File: src/hw/rtl/pbr_pkg.sv
// ----------------------------------------------------------------------------
// pbr_pkg
// Shared constants, request codes, controller states and command types for
// the PCA basis reconstruction unit.
// ----------------------------------------------------------------------------
package pbr_pkg;

  localparam int ROWS       = 1024;
  localparam int COMPONENTS = 64;

  localparam int OP_W    = 3;
  localparam int ROW_W   = 10;
  localparam int COMP_W  = 6;
  localparam int VAL_W   = 32;
  localparam int FRAC_W  = 16;
  localparam int PROD_W  = 2 * VAL_W;
  localparam int ACC_W   = 64;

  localparam int BASIS_AW    = 1 + ROW_W + COMP_W;
  localparam int BASIS_DEPTH = 2 * ROWS * COMPONENTS;
  localparam int MEAN_AW     = 1 + ROW_W;
  localparam int MEAN_DEPTH  = 2 * ROWS;
  localparam int COEF_AW     = 1 + COMP_W;
  localparam int COEF_DEPTH  = 2 * COMPONENTS;

  localparam int DIVISOR    = 1000;
  localparam int ROUND_DIV  = DIVISOR / 2;
  localparam int QUO_W      = 32;
  localparam int DIV_PRE    = 3;
  localparam int DIV_ODD    = DIVISOR >> DIV_PRE;
  localparam int DIV_Y_W    = $clog2(DIV_ODD) + QUO_W;
  localparam int RECIP_SH   = DIV_Y_W + $clog2(DIV_ODD);
  localparam int HALF_W     = (DIV_Y_W + 1) / 2;
  localparam int RPROD_W    = 4 * HALF_W;
  localparam int DIV_STEPS  = 4;
  localparam int CNT_W      = (COMP_W > $clog2(DIV_STEPS)) ? COMP_W : $clog2(DIV_STEPS);

  localparam logic [2*HALF_W-1:0] RECIP =
    (2 * HALF_W)'(((64'd1 << RECIP_SH) + 64'(DIV_ODD - 1)) / 64'(DIV_ODD));

  localparam logic signed [PROD_W-1:0] ROUND_HALF = PROD_W'(1) <<< (FRAC_W - 1);
  localparam logic signed [VAL_W-1:0]  VAL_MAX    = {1'b0, {(VAL_W-1){1'b1}}};
  localparam logic signed [VAL_W-1:0]  VAL_MIN    = {1'b1, {(VAL_W-1){1'b0}}};
  localparam logic [QUO_W-1:0]         NEG_LIMIT  = {1'b1, {(QUO_W-1){1'b0}}};

  typedef enum logic [OP_W-1:0] {
    OP_LOAD_BASIS = 3'd0,
    OP_LOAD_MEAN  = 3'd1,
    OP_LOAD_SCALE = 3'd2,
    OP_LOAD_COEFF = 3'd3,
    OP_COMPUTE    = 3'd4
  } op_t;

  typedef enum logic [2:0] {
    ST_IDLE,
    ST_MAC,
    ST_DRAIN,
    ST_ABS,
    ST_LOAD,
    ST_DIV,
    ST_DONE
  } state_t;

  typedef struct packed {
    logic              start;
    logic              issue;
    logic [COMP_W-1:0] comp;
    logic              take_abs;
    logic              div_load;
    logic              div_step;
    logic              out_load;
  } cmd_t;

  typedef struct packed {
    logic pipe_busy;
    logic out_free;
  } status_t;

  function automatic logic row_ok(input logic [ROW_W-1:0] r);
    return {1'b0, r} < (ROW_W + 1)'(ROWS);
  endfunction

  function automatic logic comp_ok(input logic [COMP_W-1:0] c);
    return {1'b0, c} < (COMP_W + 1)'(COMPONENTS);
  endfunction

endpackage

File: src/hw/rtl/pbr_ctrl.sv
// ----------------------------------------------------------------------------
// pbr_ctrl
// Sequencer: walks one compute request through component issue, pipeline
// drain, magnitude, reciprocal divide and result hand-off.
// ----------------------------------------------------------------------------
module pbr_ctrl (
  input  logic                      clk,
  input  logic                      rst_n,
  input  logic                      in_valid,
  input  logic [pbr_pkg::OP_W-1:0]  in_op,
  input  logic [pbr_pkg::ROW_W-1:0] in_row,
  input  pbr_pkg::status_t          status,
  output logic                      in_stall,
  output pbr_pkg::cmd_t             cmd
);
  import pbr_pkg::*;

  localparam logic [CNT_W-1:0] COMP_LAST = CNT_W'(COMPONENTS - 1);
  localparam logic [CNT_W-1:0] DIV_LAST  = CNT_W'(DIV_STEPS - 1);

  state_t           state_r, state_nxt;
  logic [CNT_W-1:0] cnt_r, cnt_nxt;
  logic             start;

  assign start = in_valid && (state_r == ST_IDLE) && (in_op == OP_COMPUTE) && row_ok(in_row);

  always_ff @(posedge clk) begin
    if (!rst_n) begin
      state_r <= ST_IDLE;
      cnt_r   <= '0;
    end else begin
      state_r <= state_nxt;
      cnt_r   <= cnt_nxt;
    end
  end

  always_comb begin
    state_nxt = state_r;
    cnt_nxt   = cnt_r;
    unique case (state_r)
      ST_IDLE: begin
        cnt_nxt = '0;
        if (start) state_nxt = ST_MAC;
      end
      ST_MAC: begin
        cnt_nxt = cnt_r + CNT_W'(1);
        if (cnt_r == COMP_LAST) begin
          state_nxt = ST_DRAIN;
          cnt_nxt   = '0;
        end
      end
      ST_DRAIN: begin
        if (!status.pipe_busy) state_nxt = ST_ABS;
      end
      ST_ABS: begin
        state_nxt = ST_LOAD;
      end
      ST_LOAD: begin
        state_nxt = ST_DIV;
        cnt_nxt   = '0;
      end
      ST_DIV: begin
        cnt_nxt = cnt_r + CNT_W'(1);
        if (cnt_r == DIV_LAST) begin
          state_nxt = ST_DONE;
          cnt_nxt   = '0;
        end
      end
      ST_DONE: begin
        if (status.out_free) state_nxt = ST_IDLE;
      end
      default: begin
        state_nxt = ST_IDLE;
      end
    endcase
  end

  always_comb begin
    in_stall     = (state_r != ST_IDLE);
    cmd          = '0;
    cmd.start    = start;
    cmd.comp     = cnt_r[COMP_W-1:0];
    unique case (state_r)
      ST_MAC:  cmd.issue    = 1'b1;
      ST_ABS:  cmd.take_abs = 1'b1;
      ST_LOAD: cmd.div_load = 1'b1;
      ST_DIV:  cmd.div_step = 1'b1;
      ST_DONE: cmd.out_load = status.out_free;
      default: cmd.issue    = 1'b0;
    endcase
  end

endmodule

File: config.mk
export PLATFORM = sky130hd
export DESIGN_NAME = pbr_ctrl
export DESIGN_NICKNAME = d
export VERILOG_FILES = /design/src/hw/rtl/pbr_pkg.sv /design/src/hw/rtl/pbr_ctrl.sv
export SDC_FILE = /design/constraint.sdc
export NUM_CORES = 1
export LEC_CHECK = 0
export ABC_CLOCK_PERIOD_IN_PS = 1200
export BUFFER_PORTS_ARGS = -buffer_cell sky130_fd_sc_hd__buf_2
export CORE_AREA = 2 2 43 45
export CTS_CLUSTER_DIAMETER = 120
export CTS_CLUSTER_SIZE = 12
export DETAILED_ROUTE_END_ITERATION = 8
export DIE_AREA = 0 0 45 47
export GPL_TIMING_DRIVEN = 0
export PLACE_DENSITY_LB_ADDON = 0.25
export SLEW_MARGIN = 20
export SYNTH_ARGS = -nofsm -noshare
export SYNTH_HDL_FRONTEND = slang
export SYNTH_SLANG_ARGS = --single-unit
File: constraint.sdc
create_clock -name clk -period 1.2 [get_ports clk]
set_input_delay 0.24 -clock clk [delete_from_list [all_inputs] [get_ports clk]]
set_output_delay 0.24 -clock clk [all_outputs]
set_load 0.1 [all_outputs]
**Word level (Yosys, flattened, before mapping)**

Index checks and enable logic that the tools add are counted.

- Bits in registers: 9
- Output and inout port bits: 13
- Logic and storage cells: 38

- Add/subtract/negate cells: 1
- Equality and inequality tests: 14
- Multiplexer cells: 14
- Reduce and logical (&&, ||, !) cells: 7

Operators by type and width:

| operator | number |
|---|---|
| $pmux 3 s7 | 1 |
| $pmux 6 s3 | 1 |
| $mux 3 | 5 |
| $eq 3x3->1 const B | 4 |
| $mux 6 | 2 |
| $ne 2x2->1 const B | 5 |
| $add 6x1->6 const B | 1 |
| $eq 3x2->1 const B | 2 |
| $eq 6x2->1 const B | 1 |
| $eq 6x6->1 const B | 1 |
| $reduce_bool 3->1 | 2 |
| $mux 1 | 5 |
| $reduce_and 5->1 | 1 |
| $eq 3x1->1 const B | 1 |
| $logic_not 3->1 | 1 |
| $logic_and 1x1->1 | 2 |
| $reduce_or 2->1 | 1 |

**Depth between registers and ports, before layout**

Gate-level depths: netlist (run 1).

- Depth after elaboration: 5
- Mapped depth: 5
- Gate-level depth less buffers: 5

**Worst setup path after synthesis (run 1)**

Ideal clock, no wire load.

- Path kind: register to output
- Start: register state_r[1]
- End: output port cmd[0] (netlist bit)
- Arrival: 2,730 ps
- Data required time: 960 ps
- Slack: -1,770 ps
- Cell stages (with the launch flop): 4
- Buffers on the path: 1
- Cells stage by stage: dfxtp_1 -> clkbuf_1 -> nand2_1 -> nor3_1

RTL lines:

| element | line | source |
|---|---|---|
| start, declared | pbr_ctrl.sv:21 | `state_t state_r, state_nxt;` |
| start signal, assigned | pbr_ctrl.sv:32 | `state_r <= state_nxt;` |
| end, declared | pbr_ctrl.sv:14 | `output pbr_pkg::cmd_t cmd` |

**Worst setup path in the final report (run 1)**

- Start: register state_r[0]
- End: output port in_stall

- Word-level cells in the longest chain between the ends: 1

RTL lines:

| element | line | source |
|---|---|---|
| $reduce_bool 3->1 | pbr_ctrl.sv:79 | `in_stall = (state_r != ST_IDLE);` |
| end, declared | pbr_ctrl.sv:13 | `output logic in_stall,` |

Every way passes these cells.

==> reports/qor.yml, run 1 <==
status:
  outcome: "finished with violations"
  violations: "setup timing"
critical_path:
  crit_family: "buffers and inverters"
  r2r_start: "cnt_r[4]"
  critical_path_required_ps: 960
  cp.arrival_ps: 1400
  cp_slowest_cell: "or3_4"
  path_buf_inv: 3
  cp_cell_sequence: "buf_8, or3_4, buf_4, buf_12"
  path_class: "reg -> out"
  cp_num_cells: 4
  endpoint: "in_stall"
  critPathMaxFanout: 3
  r2r_slack_ps: -240
  reg2reg_depth: 4
  endpoint_kind: "output pin"
  crit_path_start_kind: "flip-flop"
  crit_start: "state_r[0]"
  r2r-end: "state_r[0]"
  cpPeakStageDelay_ps: 370
cells_and_area:
  area_growth_pct: 119
  mostFrequentLayoutCell: "buf_4"
  layout.nets: 126
  num_antenna_cells: 0
  fillCellCount: 113
  drive_gt1_share_pct: 69.8
  final_cell_mix: "buf_4, dfxtp_4, buf_12"
  fin_util_pct: 70.9
cts:
  cts-buffers-inserted: 3
  htreeDepth: 1
  clkSinkCount: 9
  clkLatencyLatePin_ps: 260
  holdBufCountCts: 0
  root_buffer: "clkbuf_4"
  path_clk_slew_ps: 60
  cts_tree: "done"
  cts.path.max_buffers: 2
floorplan:
  die_area_sq_um: 2120
  rows: 15
  ios: 31
  die_w_microns: 45
  initial_core_util_pct: 32.3
  die-height_microns: 47
  coreArea_sq_um: 1650
grt:
  globalRouteOverflowTotal: 0
  grt_usage_pct: 17.6
  grt_max_degree: 11
  grt_pass1_wl_mm: 2.68
  grt_pass1_vias: 614
  antenna_found_initial: 0
yosys:
  muxShareOfSynthArea_pct: 0
  ys.flop_type: "dfxtp_1"
  synth-simple-area-share_pct: 35.1
  yosys.area.top_type: "dfxtp_1"
  synth_top_family_by_area: "simple AND/OR/NAND/NOR gates"
  yosysUniqueCellTypes: 32
  ys_warn_count: 0
  synth_compound_area_share_pct: 21.3
  synth_nets: 86
  synth_xor_xnor_area_share_pct: 1.64
  yosysSeqAreaShare_pct: 33.7
  syn-cell-area_sq_um: 534
  synth_fa_ha_area_share_pct: 2.34
  ys_ff_latch: 9
  synth.avg_cell_area_sq_um: 7.97
  synth_top_cell_area_share_pct: 33.7
  synth_edf_count: 0
  synthArstFlopShare_pct: 0
  synth_area_leaders: "dfxtp_1, a21oi_1, nand3b_1"
  netlist_instances: 67
timing:
  tightestPinTransition_ps: 255
  fin_worst_skew_ps: 4.47
  slew_headroom_pct: 82.8
  hold_viol_final: 0
  maxSlewViolCount: 0
  fin_crit_ps: 1640
  setup_viol_count_final: 16
  max_freq_mhz: 609
  rsz0062_at_grt: "true"
  setup_slack_ps: -443
  period_share_pct: 137
min_path:
  hold_path_class: "in -> reg"
power:
  seq_power_share_pct: 44.0
  switching_power_mw: 0.178
  p_clk_share_pct: 36.4
  p_sw_share_pct: 27.7
  powerDensity_nw_per_um2: 551
  power_frac_comb_pct: 19.7
  internal_power_mw: 0.466
  peakVddDrop_mv: 0.730
  power.total_mw: 0.645
  leakagePower_nw: 0.428
placed_design:
  pre_cts_ws_ps: -528
  dp_hpwl_mm: 1.03
  port_buffers: 20
  gp_congestion: 0.783
route:
  drc: 0
  drtIter0Drc: 16
  via_count: 676
  wl_mm: 1.91
  postRouteAntennaNets: 0
  drt_pre_antenna_iters: 4
  avgViaCountPerCell: 5.50
  detail_route.wl_per_cell_microns: 15.5
job:
  drv_cap: 0
stage by stage:
step	std cells	instance area (sq um)	TNS (ps)	hold WS (ps)
after floorplan	67	691	-2430	344
after global placement	104	812	-1950	509
after detailed placement	104	812	-1900	516
after CTS	116	1060	-2470	273
after global routing	123	1170	-4200	307
final	123	1170	-3650	304
timing repair:
item | CTS | global route
setup endpoints to repair | 20 | 18
resized for setup | 45 | 14
buffers inserted | 9 | 7
pin swaps | 10 | 7
power groups by stage:
stage	logic [mW]	registers, mW	clock network, mW
after CTS	0.111	0.283	0.237
after floorplan	0.0564	0.298	0
final	0.127	0.284	0.234
after detailed placement	0.0853	0.293	0
after global placement	0.0846	0.293	0
after global routing	0.133	0.283	0.255
logic make-up after synthesis:
logic type | count (synthesis)
simple gates | 32
compound gates | 17
flops | 9
buf+inv | 7
xor+xnor | 1
fa+ha+maj | 1
sequential cells by signal, summed over array words and instances (netlist names):
| register | cells |
|---|---|
| state_r | 3 |
| cnt_r | 6 |
cell usage after synthesis (2+ instances only):
library cell and number:
nor3_1 3, o21ai_0 4, nand3_1 2, dfxtp_1 9, nand3b_1 3, nand2b_1 2
nand2_1 5, or3_1 3, a21oi_1 5, inv_1 4, nor2_1 6
cell type report:
| cell class | count | area (sq um) | share of cell area (%) |
|---|---|---|---|
| clock buffers | 4 | 26.3 | 2.24 |
| inverters | 4 | 22.5 | 1.92 |
| multi-input cells | 51 | 475 | 40.6 |
| flip-flops and latches | 9 | 214 | 18.3 |
| plain buffers | 2 | 40.0 | 3.42 |
| repair buffers | 36 | 372 | 31.7 |
| well taps | 17 | 21.3 | 1.82 |
tightest hold or removal path: cells and delay by family:
kind	cells	cell delay, ps
buf+inv	1	160
simple gates	2	130
per-layer routing:
| layer | routed length, microns | share of wire, % | track usage (%) | up-vias |
|---|---|---|---|---|
| li1 | - | - | - | 323 |
| met1 | 780 | 41 | 22.1 | 326 |
| met2 | 981 | 51 | 28.9 | 23 |
| met3 | 118 | 6.2 | 4.62 | 4 |
| met4 | 26 | 1.4 | 7.06 | 0 |
| met5 | 0 | 0 | 0 | - |
worst min path at each step:
| stage | from | to | slack, ps | cells after the start |
|---|---|---|---|---|
| 3_3_place_gp | cnt_r[5] | cnt_r[5] | 510 | 2 |
| 4_1_cts | rst_n | cnt_r[3] | 270 | 3 |
| 2_1_floorplan | rst_n | cnt_r[3] | 340 | 2 |
| 6_report | rst_n | cnt_r[3] | 300 | 3 |
| 5_1_grt | rst_n | cnt_r[3] | 310 | 3 |
| 3_5_place_dp | cnt_r[0] | cnt_r[0] | 520 | 2 |
Power figures use the tool's default switching activity.
==> run 2: changes to the inputs <==
--- a/config.mk
+++ b/config.mk
@@ -13,7 +13,7 @@
 export DETAILED_ROUTE_END_ITERATION = 8
 export DIE_AREA = 0 0 45 47
 export GPL_TIMING_DRIVEN = 0
-export PLACE_DENSITY_LB_ADDON = 0.25
+export PLACE_DENSITY_LB_ADDON = 0.08
 export SLEW_MARGIN = 20
 export SYNTH_ARGS = -nofsm -noshare
 export SYNTH_HDL_FRONTEND = slang
==> run 2 against run 1 <==
The flow still finishes with violations (setup timing). Count of clock-buffer cells in the layout is the same. Maximum frequency rose by 1.6%. Non-clock buffer count stayed put. Flip-flop and latch count stayed put. Register-to-register slack improved by 50 ps. Largest cell class unchanged. Highest routed layer unchanged.
==> reports/qor.yml, run 2 (synthesis gave the netlist of run 1 again) <==
route:
  postRouteAntennaNets: 0
  detail_route.wl_per_cell_microns: 14.5
  wl_mm: 1.79
  drtIter0Drc: 11
  drt_pre_antenna_iters: 4
  avgViaCountPerCell: 5.50
  drc: 0
  via_count: 676
floorplan:
  die-height_microns: 47
  ios: 31
  initial_core_util_pct: 32.3
  coreArea_sq_um: 1650
  die_area_sq_um: 2120
  rows: 15
  die_w_microns: 45
min_path:
  hold_end: "cnt_r[3]"
  worstHoldStart: "rst_n"
  hold_path_class: "in -> reg"
  min_path_cells: 3
power:
  leakagePower_nw: 0.430
  peakVddDrop_mv: 0.423
  powerDensity_nw_per_um2: 555
cts:
  clkSinkCount: 9
  path_clk_slew_ps: 60
  cts-buffers-inserted: 3
  cts.path.max_buffers: 2
  htreeDepth: 1
  root_buffer: "clkbuf_4"
  clkLatencyLatePin_ps: 260
  cts_tree: "done"
  holdBufCountCts: 0
job:
  drv_cap: 0
timing:
  rsz0062_at_grt: "true"
  hold_viol_final: 0
  hold_ws_ps: 286
  fin_crit_ps: 1620
  setup_tns_ps: -3200
  setup_slack_ps: -417
  maxSlewViolCount: 0
  fin_worst_skew_ps: 3.91
  slew_headroom_pct: 80.1
  setup_viol_count_final: 16
  tightestPinTransition_ps: 301
  max_freq_mhz: 618
  period_share_pct: 135
placed_design:
  port_buffers: 20
  placed_area_sq_um: 812
  dp_hpwl_mm: 1.11
  gp_congestion: 0.756
critical_path:
  r2r_slack_ps: -190
  reg2reg_depth: 4
  r2r_start: "cnt_r[4]"
  cpPeakStageDelay_ps: 370
  endpoint_kind: "output pin"
  critical_path_required_ps: 960
  crit_path_start_kind: "flip-flop"
  critPathMaxFanout: 2
  r2r-end: "state_r[0]"
  cp_cell_sequence: "buf_8, or3_4, clkbuf_4"
  path_class: "reg -> out"
  cp_slowest_cell: "or3_4"
  cp.arrival_ps: 1380
cells_and_area:
  area_growth_pct: 117
  reg_top3: "cnt_r: 6 flops, state_r: 3 flops"
  largest_reg_flops: 6
  fillCellCount: 132
  final_cell_area_sq_um: 1160
  regMostFlops: "cnt_r"
  mostFrequentLayoutCell: "buf_4"
  drive_gt1_share_pct: 68.9
  layout.nets: 126
  num_antenna_cells: 0
  final_cell_mix: "buf_4, dfxtp_4, buf_12"
grt:
  grt_max_degree: 9
  grt_use_met3_pct: 5.00
  grt_usage_pct: 18.3
  met1_usage_pct: 19.7
  grt_pass1_wl_mm: 2.76
  top_usage_layer: "met2"
  grt_pass1_vias: 633
  globalRouteOverflowTotal: 0
  gr-usage-met2_pct: 34.3
  antenna_found_initial: 0
status:
  outcome: "finished with violations"
  violations: "setup timing"
run 2: cell types whose count changed in the layout (fill, tap and decap cells not counted), sizes merged:
cell,delta
clkbuf,+1
buf,-1
run 2: where the power goes:
group	internal, mW	total, mW	switching (mW)	leakage (nW)
Combinational	0.0490	0.115	0.0661	0.335
Sequential	0.282	0.284	0.00202	0.0798
Clock	0.128	0.245	0.116	0.0150
Total	0.459	0.643	0.184	0.430
run 2: critical path: cells and delay by family (launching register included):
family,cells,cell delay (ps)
buffers and inverters,2,400
DFF,1,350
and+or+nand+nor,1,370
run 2: layer usage:
| metal | share of wire, % | wire (microns) |
|---|---|---|
| met3 | 4.6 | 82 |
| met4 | 0.34 | 6 |
| met2 | 55 | 980 |
| met1 | 40 | 716 |
| met5 | 0 | 0 |
run 2: worst max-delay path by stage:
stage / start / endpoint / slack (ps) / depth (start not counted)
6_report: state_r[0] / in_stall / -420 / 3
5_1_grt: state_r[0] / cmd[11] / -450 / 4
4_1_cts: state_r[0] / cmd[11] / -450 / 4
3_5_place_dp: state_r[0] / cmd[11] / -530 / 5
3_3_place_gp: state_r[0] / cmd[11] / -520 / 5
2_1_floorplan: state_r[1] / cmd[0] / -400 / 3
run 2: repair_timing:
item,4_1_cts,5_1_grt
buffers inserted,14,2
endpoints found under the setup margin,20,19
gates resized for setup,47,11
pin swaps,11,6
run 2: final cells by class:
| cell class | instances | area [sq um] | area share [%] |
|---|---|---|---|
| well taps | 17 | 21.3 | 1.84 |
| inverters | 4 | 22.5 | 1.94 |
| repair buffers | 36 | 372 | 32.1 |
| clock buffers | 4 | 26.3 | 2.27 |
| multi-input cells | 51 | 463 | 40.0 |
| plain buffers | 2 | 40.0 | 3.46 |
| flip-flops and latches | 9 | 214 | 18.5 |
run 2: through the flow:
step                      total power [mW]  cells  util [%]  setup slack (ps)
after CTS                            0.640    121      66.7              -454
final                                0.643    123      70.2              -417
after global placement               0.378    104      49.2              -525
after global routing                 0.665    123      70.2              -451
after floorplan                      0.355     67         -              -396
after detailed placement             0.379    104      49.2              -526
==> run 3: changes to the inputs <==
--- a/config.mk
+++ b/config.mk
@@ -8,6 +8,7 @@
 export ABC_CLOCK_PERIOD_IN_PS = 1200
 export BUFFER_PORTS_ARGS = -buffer_cell sky130_fd_sc_hd__buf_2
 export CORE_AREA = 2 2 43 45
+export CTS_BUF_LIST = sky130_fd_sc_hd__clkbuf_4
 export CTS_CLUSTER_DIAMETER = 120
 export CTS_CLUSTER_SIZE = 12
 export DETAILED_ROUTE_END_ITERATION = 8
==> run 3 against run 2 <==
The flow still finishes with violations (setup timing). Global-route usage decreased by 1.0 points. Combinational power about the same. Largest power group unchanged. Cell count decreased by 0.81%. First-iteration DRC count decreased by 55%. Non-clock buffer count decreased by 1. Clock power increased by 4%. Core utilization decreased by 0.076 points. Final area decreased by 0.11%.
==> reports/qor.yml, run 3 (synthesis gave the netlist of run 1 again) <==
critical_path:
  r2r_slack_ps: -180
  critical_path_required_ps: 960
  reg2reg_depth: 4
  crit_start: "state_r[0]"
  cpPeakStageDelay_ps: 370
  path_buf_inv: 2
  endpoint_kind: "output pin"
  crit_path_start_kind: "flip-flop"
  r2r_start: "cnt_r[3]"
  r2r-end: "state_r[0]"
  cp_cell_sequence: "buf_8, or3_4, clkbuf_4"
  path_class: "reg -> out"
  critPathMaxFanout: 2
  cp_slowest_cell: "or3_4"
  cp.arrival_ps: 1380
  crit_family: "buffers and inverters"
placed_design:
  gp_congestion: 0.756
  placed_cells: 104
  dp_hpwl_mm: 1.11
  port_buffers: 20
cts:
  cts.path.max_buffers: 2
  cts_tree: "done"
  cts-buffers-inserted: 3
  htreeDepth: 1
  clkLatencyLatePin_ps: 260
  path_clk_slew_ps: 70
  clkSinkCount: 9
  holdBufCountCts: 0
  root_buffer: "clkbuf_4"
route:
  via_count: 654
  avgViaCountPerCell: 5.36
  postRouteAntennaNets: 0
  drc: 0
  wl_mm: 1.71
  drtIter0Drc: 5
  detail_route.wl_per_cell_microns: 14.0
  drt_pre_antenna_iters: 3
timing:
  slew_headroom_pct: 80.1
  fin_crit_ps: 1620
  hold_viol_final: 0
  period_share_pct: 135
  maxSlewViolCount: 0
  fin_worst_skew_ps: 7.07
  setup_viol_count_final: 15
  hold_ws_ps: 264
  rsz0062_at_grt: "true"
  max_freq_mhz: 619
  tightestPinTransition_ps: 301
  setup_slack_ps: -417
cells_and_area:
  drive_gt1_share_pct: 69.5
  regMostFlops: "cnt_r"
  fillCellCount: 125
  multi_input_area_sq_um: 465
  reg_top3: "cnt_r: 6 flops, state_r: 3 flops"
  final_cells: 122
  layout.nets: 125
  mostFrequentLayoutCell: "buf_4"
  num_antenna_cells: 0
  seq_area_sq_um: 214
  area_growth_pct: 117
  largest_reg_flops: 6
  final_cell_mix: "buf_4, dfxtp_4, buf_12"
min_path:
  hold_path_class: "in -> reg"
  min_path_cells: 3
  hold_end: "cnt_r[3]"
  worstHoldStart: "rst_n"
power:
  power.total_mw: 0.656
  leakagePower_nw: 0.429
  peakVddDrop_mv: 0.458
  powerDensity_nw_per_um2: 567
grt:
  grt_pass1_vias: 608
  antenna_found_initial: 0
  globalRouteOverflowTotal: 0
  grt_usage_pct: 17.3
  grt_pass1_wl_mm: 2.59
  grt_max_degree: 9
floorplan:
  rows: 15
  die_w_microns: 45
  die-height_microns: 47
  ios: 31
  coreArea_sq_um: 1650
  initial_core_util_pct: 32.3
  die_area_sq_um: 2120
status:
  outcome: "finished with violations"
  violations: "setup timing"
job:
  drv_cap: 0
run 3: cell count changes in the layout (fill, tap and decap cells not counted), sizes merged:
cell,before,now
buf,36,35
run 3: cell type report:
class	count	share of cell area, %
multi-input combinational	51	40.2
inverter	4	1.95
tap	17	1.84
sequential	9	18.5
timing repair buffer	35	31.5
buffer	2	3.46
clock buffer	4	2.59
run 3: how the worst max path moves through the flow:
stage               endpoint  cells past startpoint
floorplan             cmd[0]                      3
global placement     cmd[11]                      5
detailed placement   cmd[11]                      5
CTS                  cmd[11]                      4
global route         cmd[11]                      4
finish              in_stall                      3
run 3: report_power, final:
part           switching, mW  internal [mW]
combinational         0.0662         0.0501
clock                  0.106          0.151
sequential           0.00199          0.282
total                  0.174          0.482
run 3: tightest hold or removal path, cell delays in order:
cell and delay, ps:
buf_2 150, nand2_1 70, nor2_1 40
run 3: timing repair:
item / 4_1_cts / 5_1_grt
endpoints found under the setup margin: 20 / 19
resized for setup: 47 / 11
setup buffers: 14 / 1
pin swaps: 12 / 4
run 3: metal layers:
metal,GRT usage (%),share of wire [%],vias to the layer above
met2,32.0,54,13
li1,-,-,326
met5,0,0,-
met3,4.62,4.1,2
met1,19.2,41,313
met4,5.29,0.59,0
run 3: metrics by stage:
step | setup WS, ps | utilization, % | cell area [sq um] | setup TNS (ps)
2_1_floorplan | -396 | - | 691 | -2430
3_3_place_gp | -525 | 49.2 | 812 | -1990
3_5_place_dp | -526 | 49.2 | 812 | -1990
4_1_cts | -454 | 66.7 | 1100 | -3000
5_1_grt | -451 | 70.1 | 1160 | -3740
6_report | -417 | 70.1 | 1160 | -3070
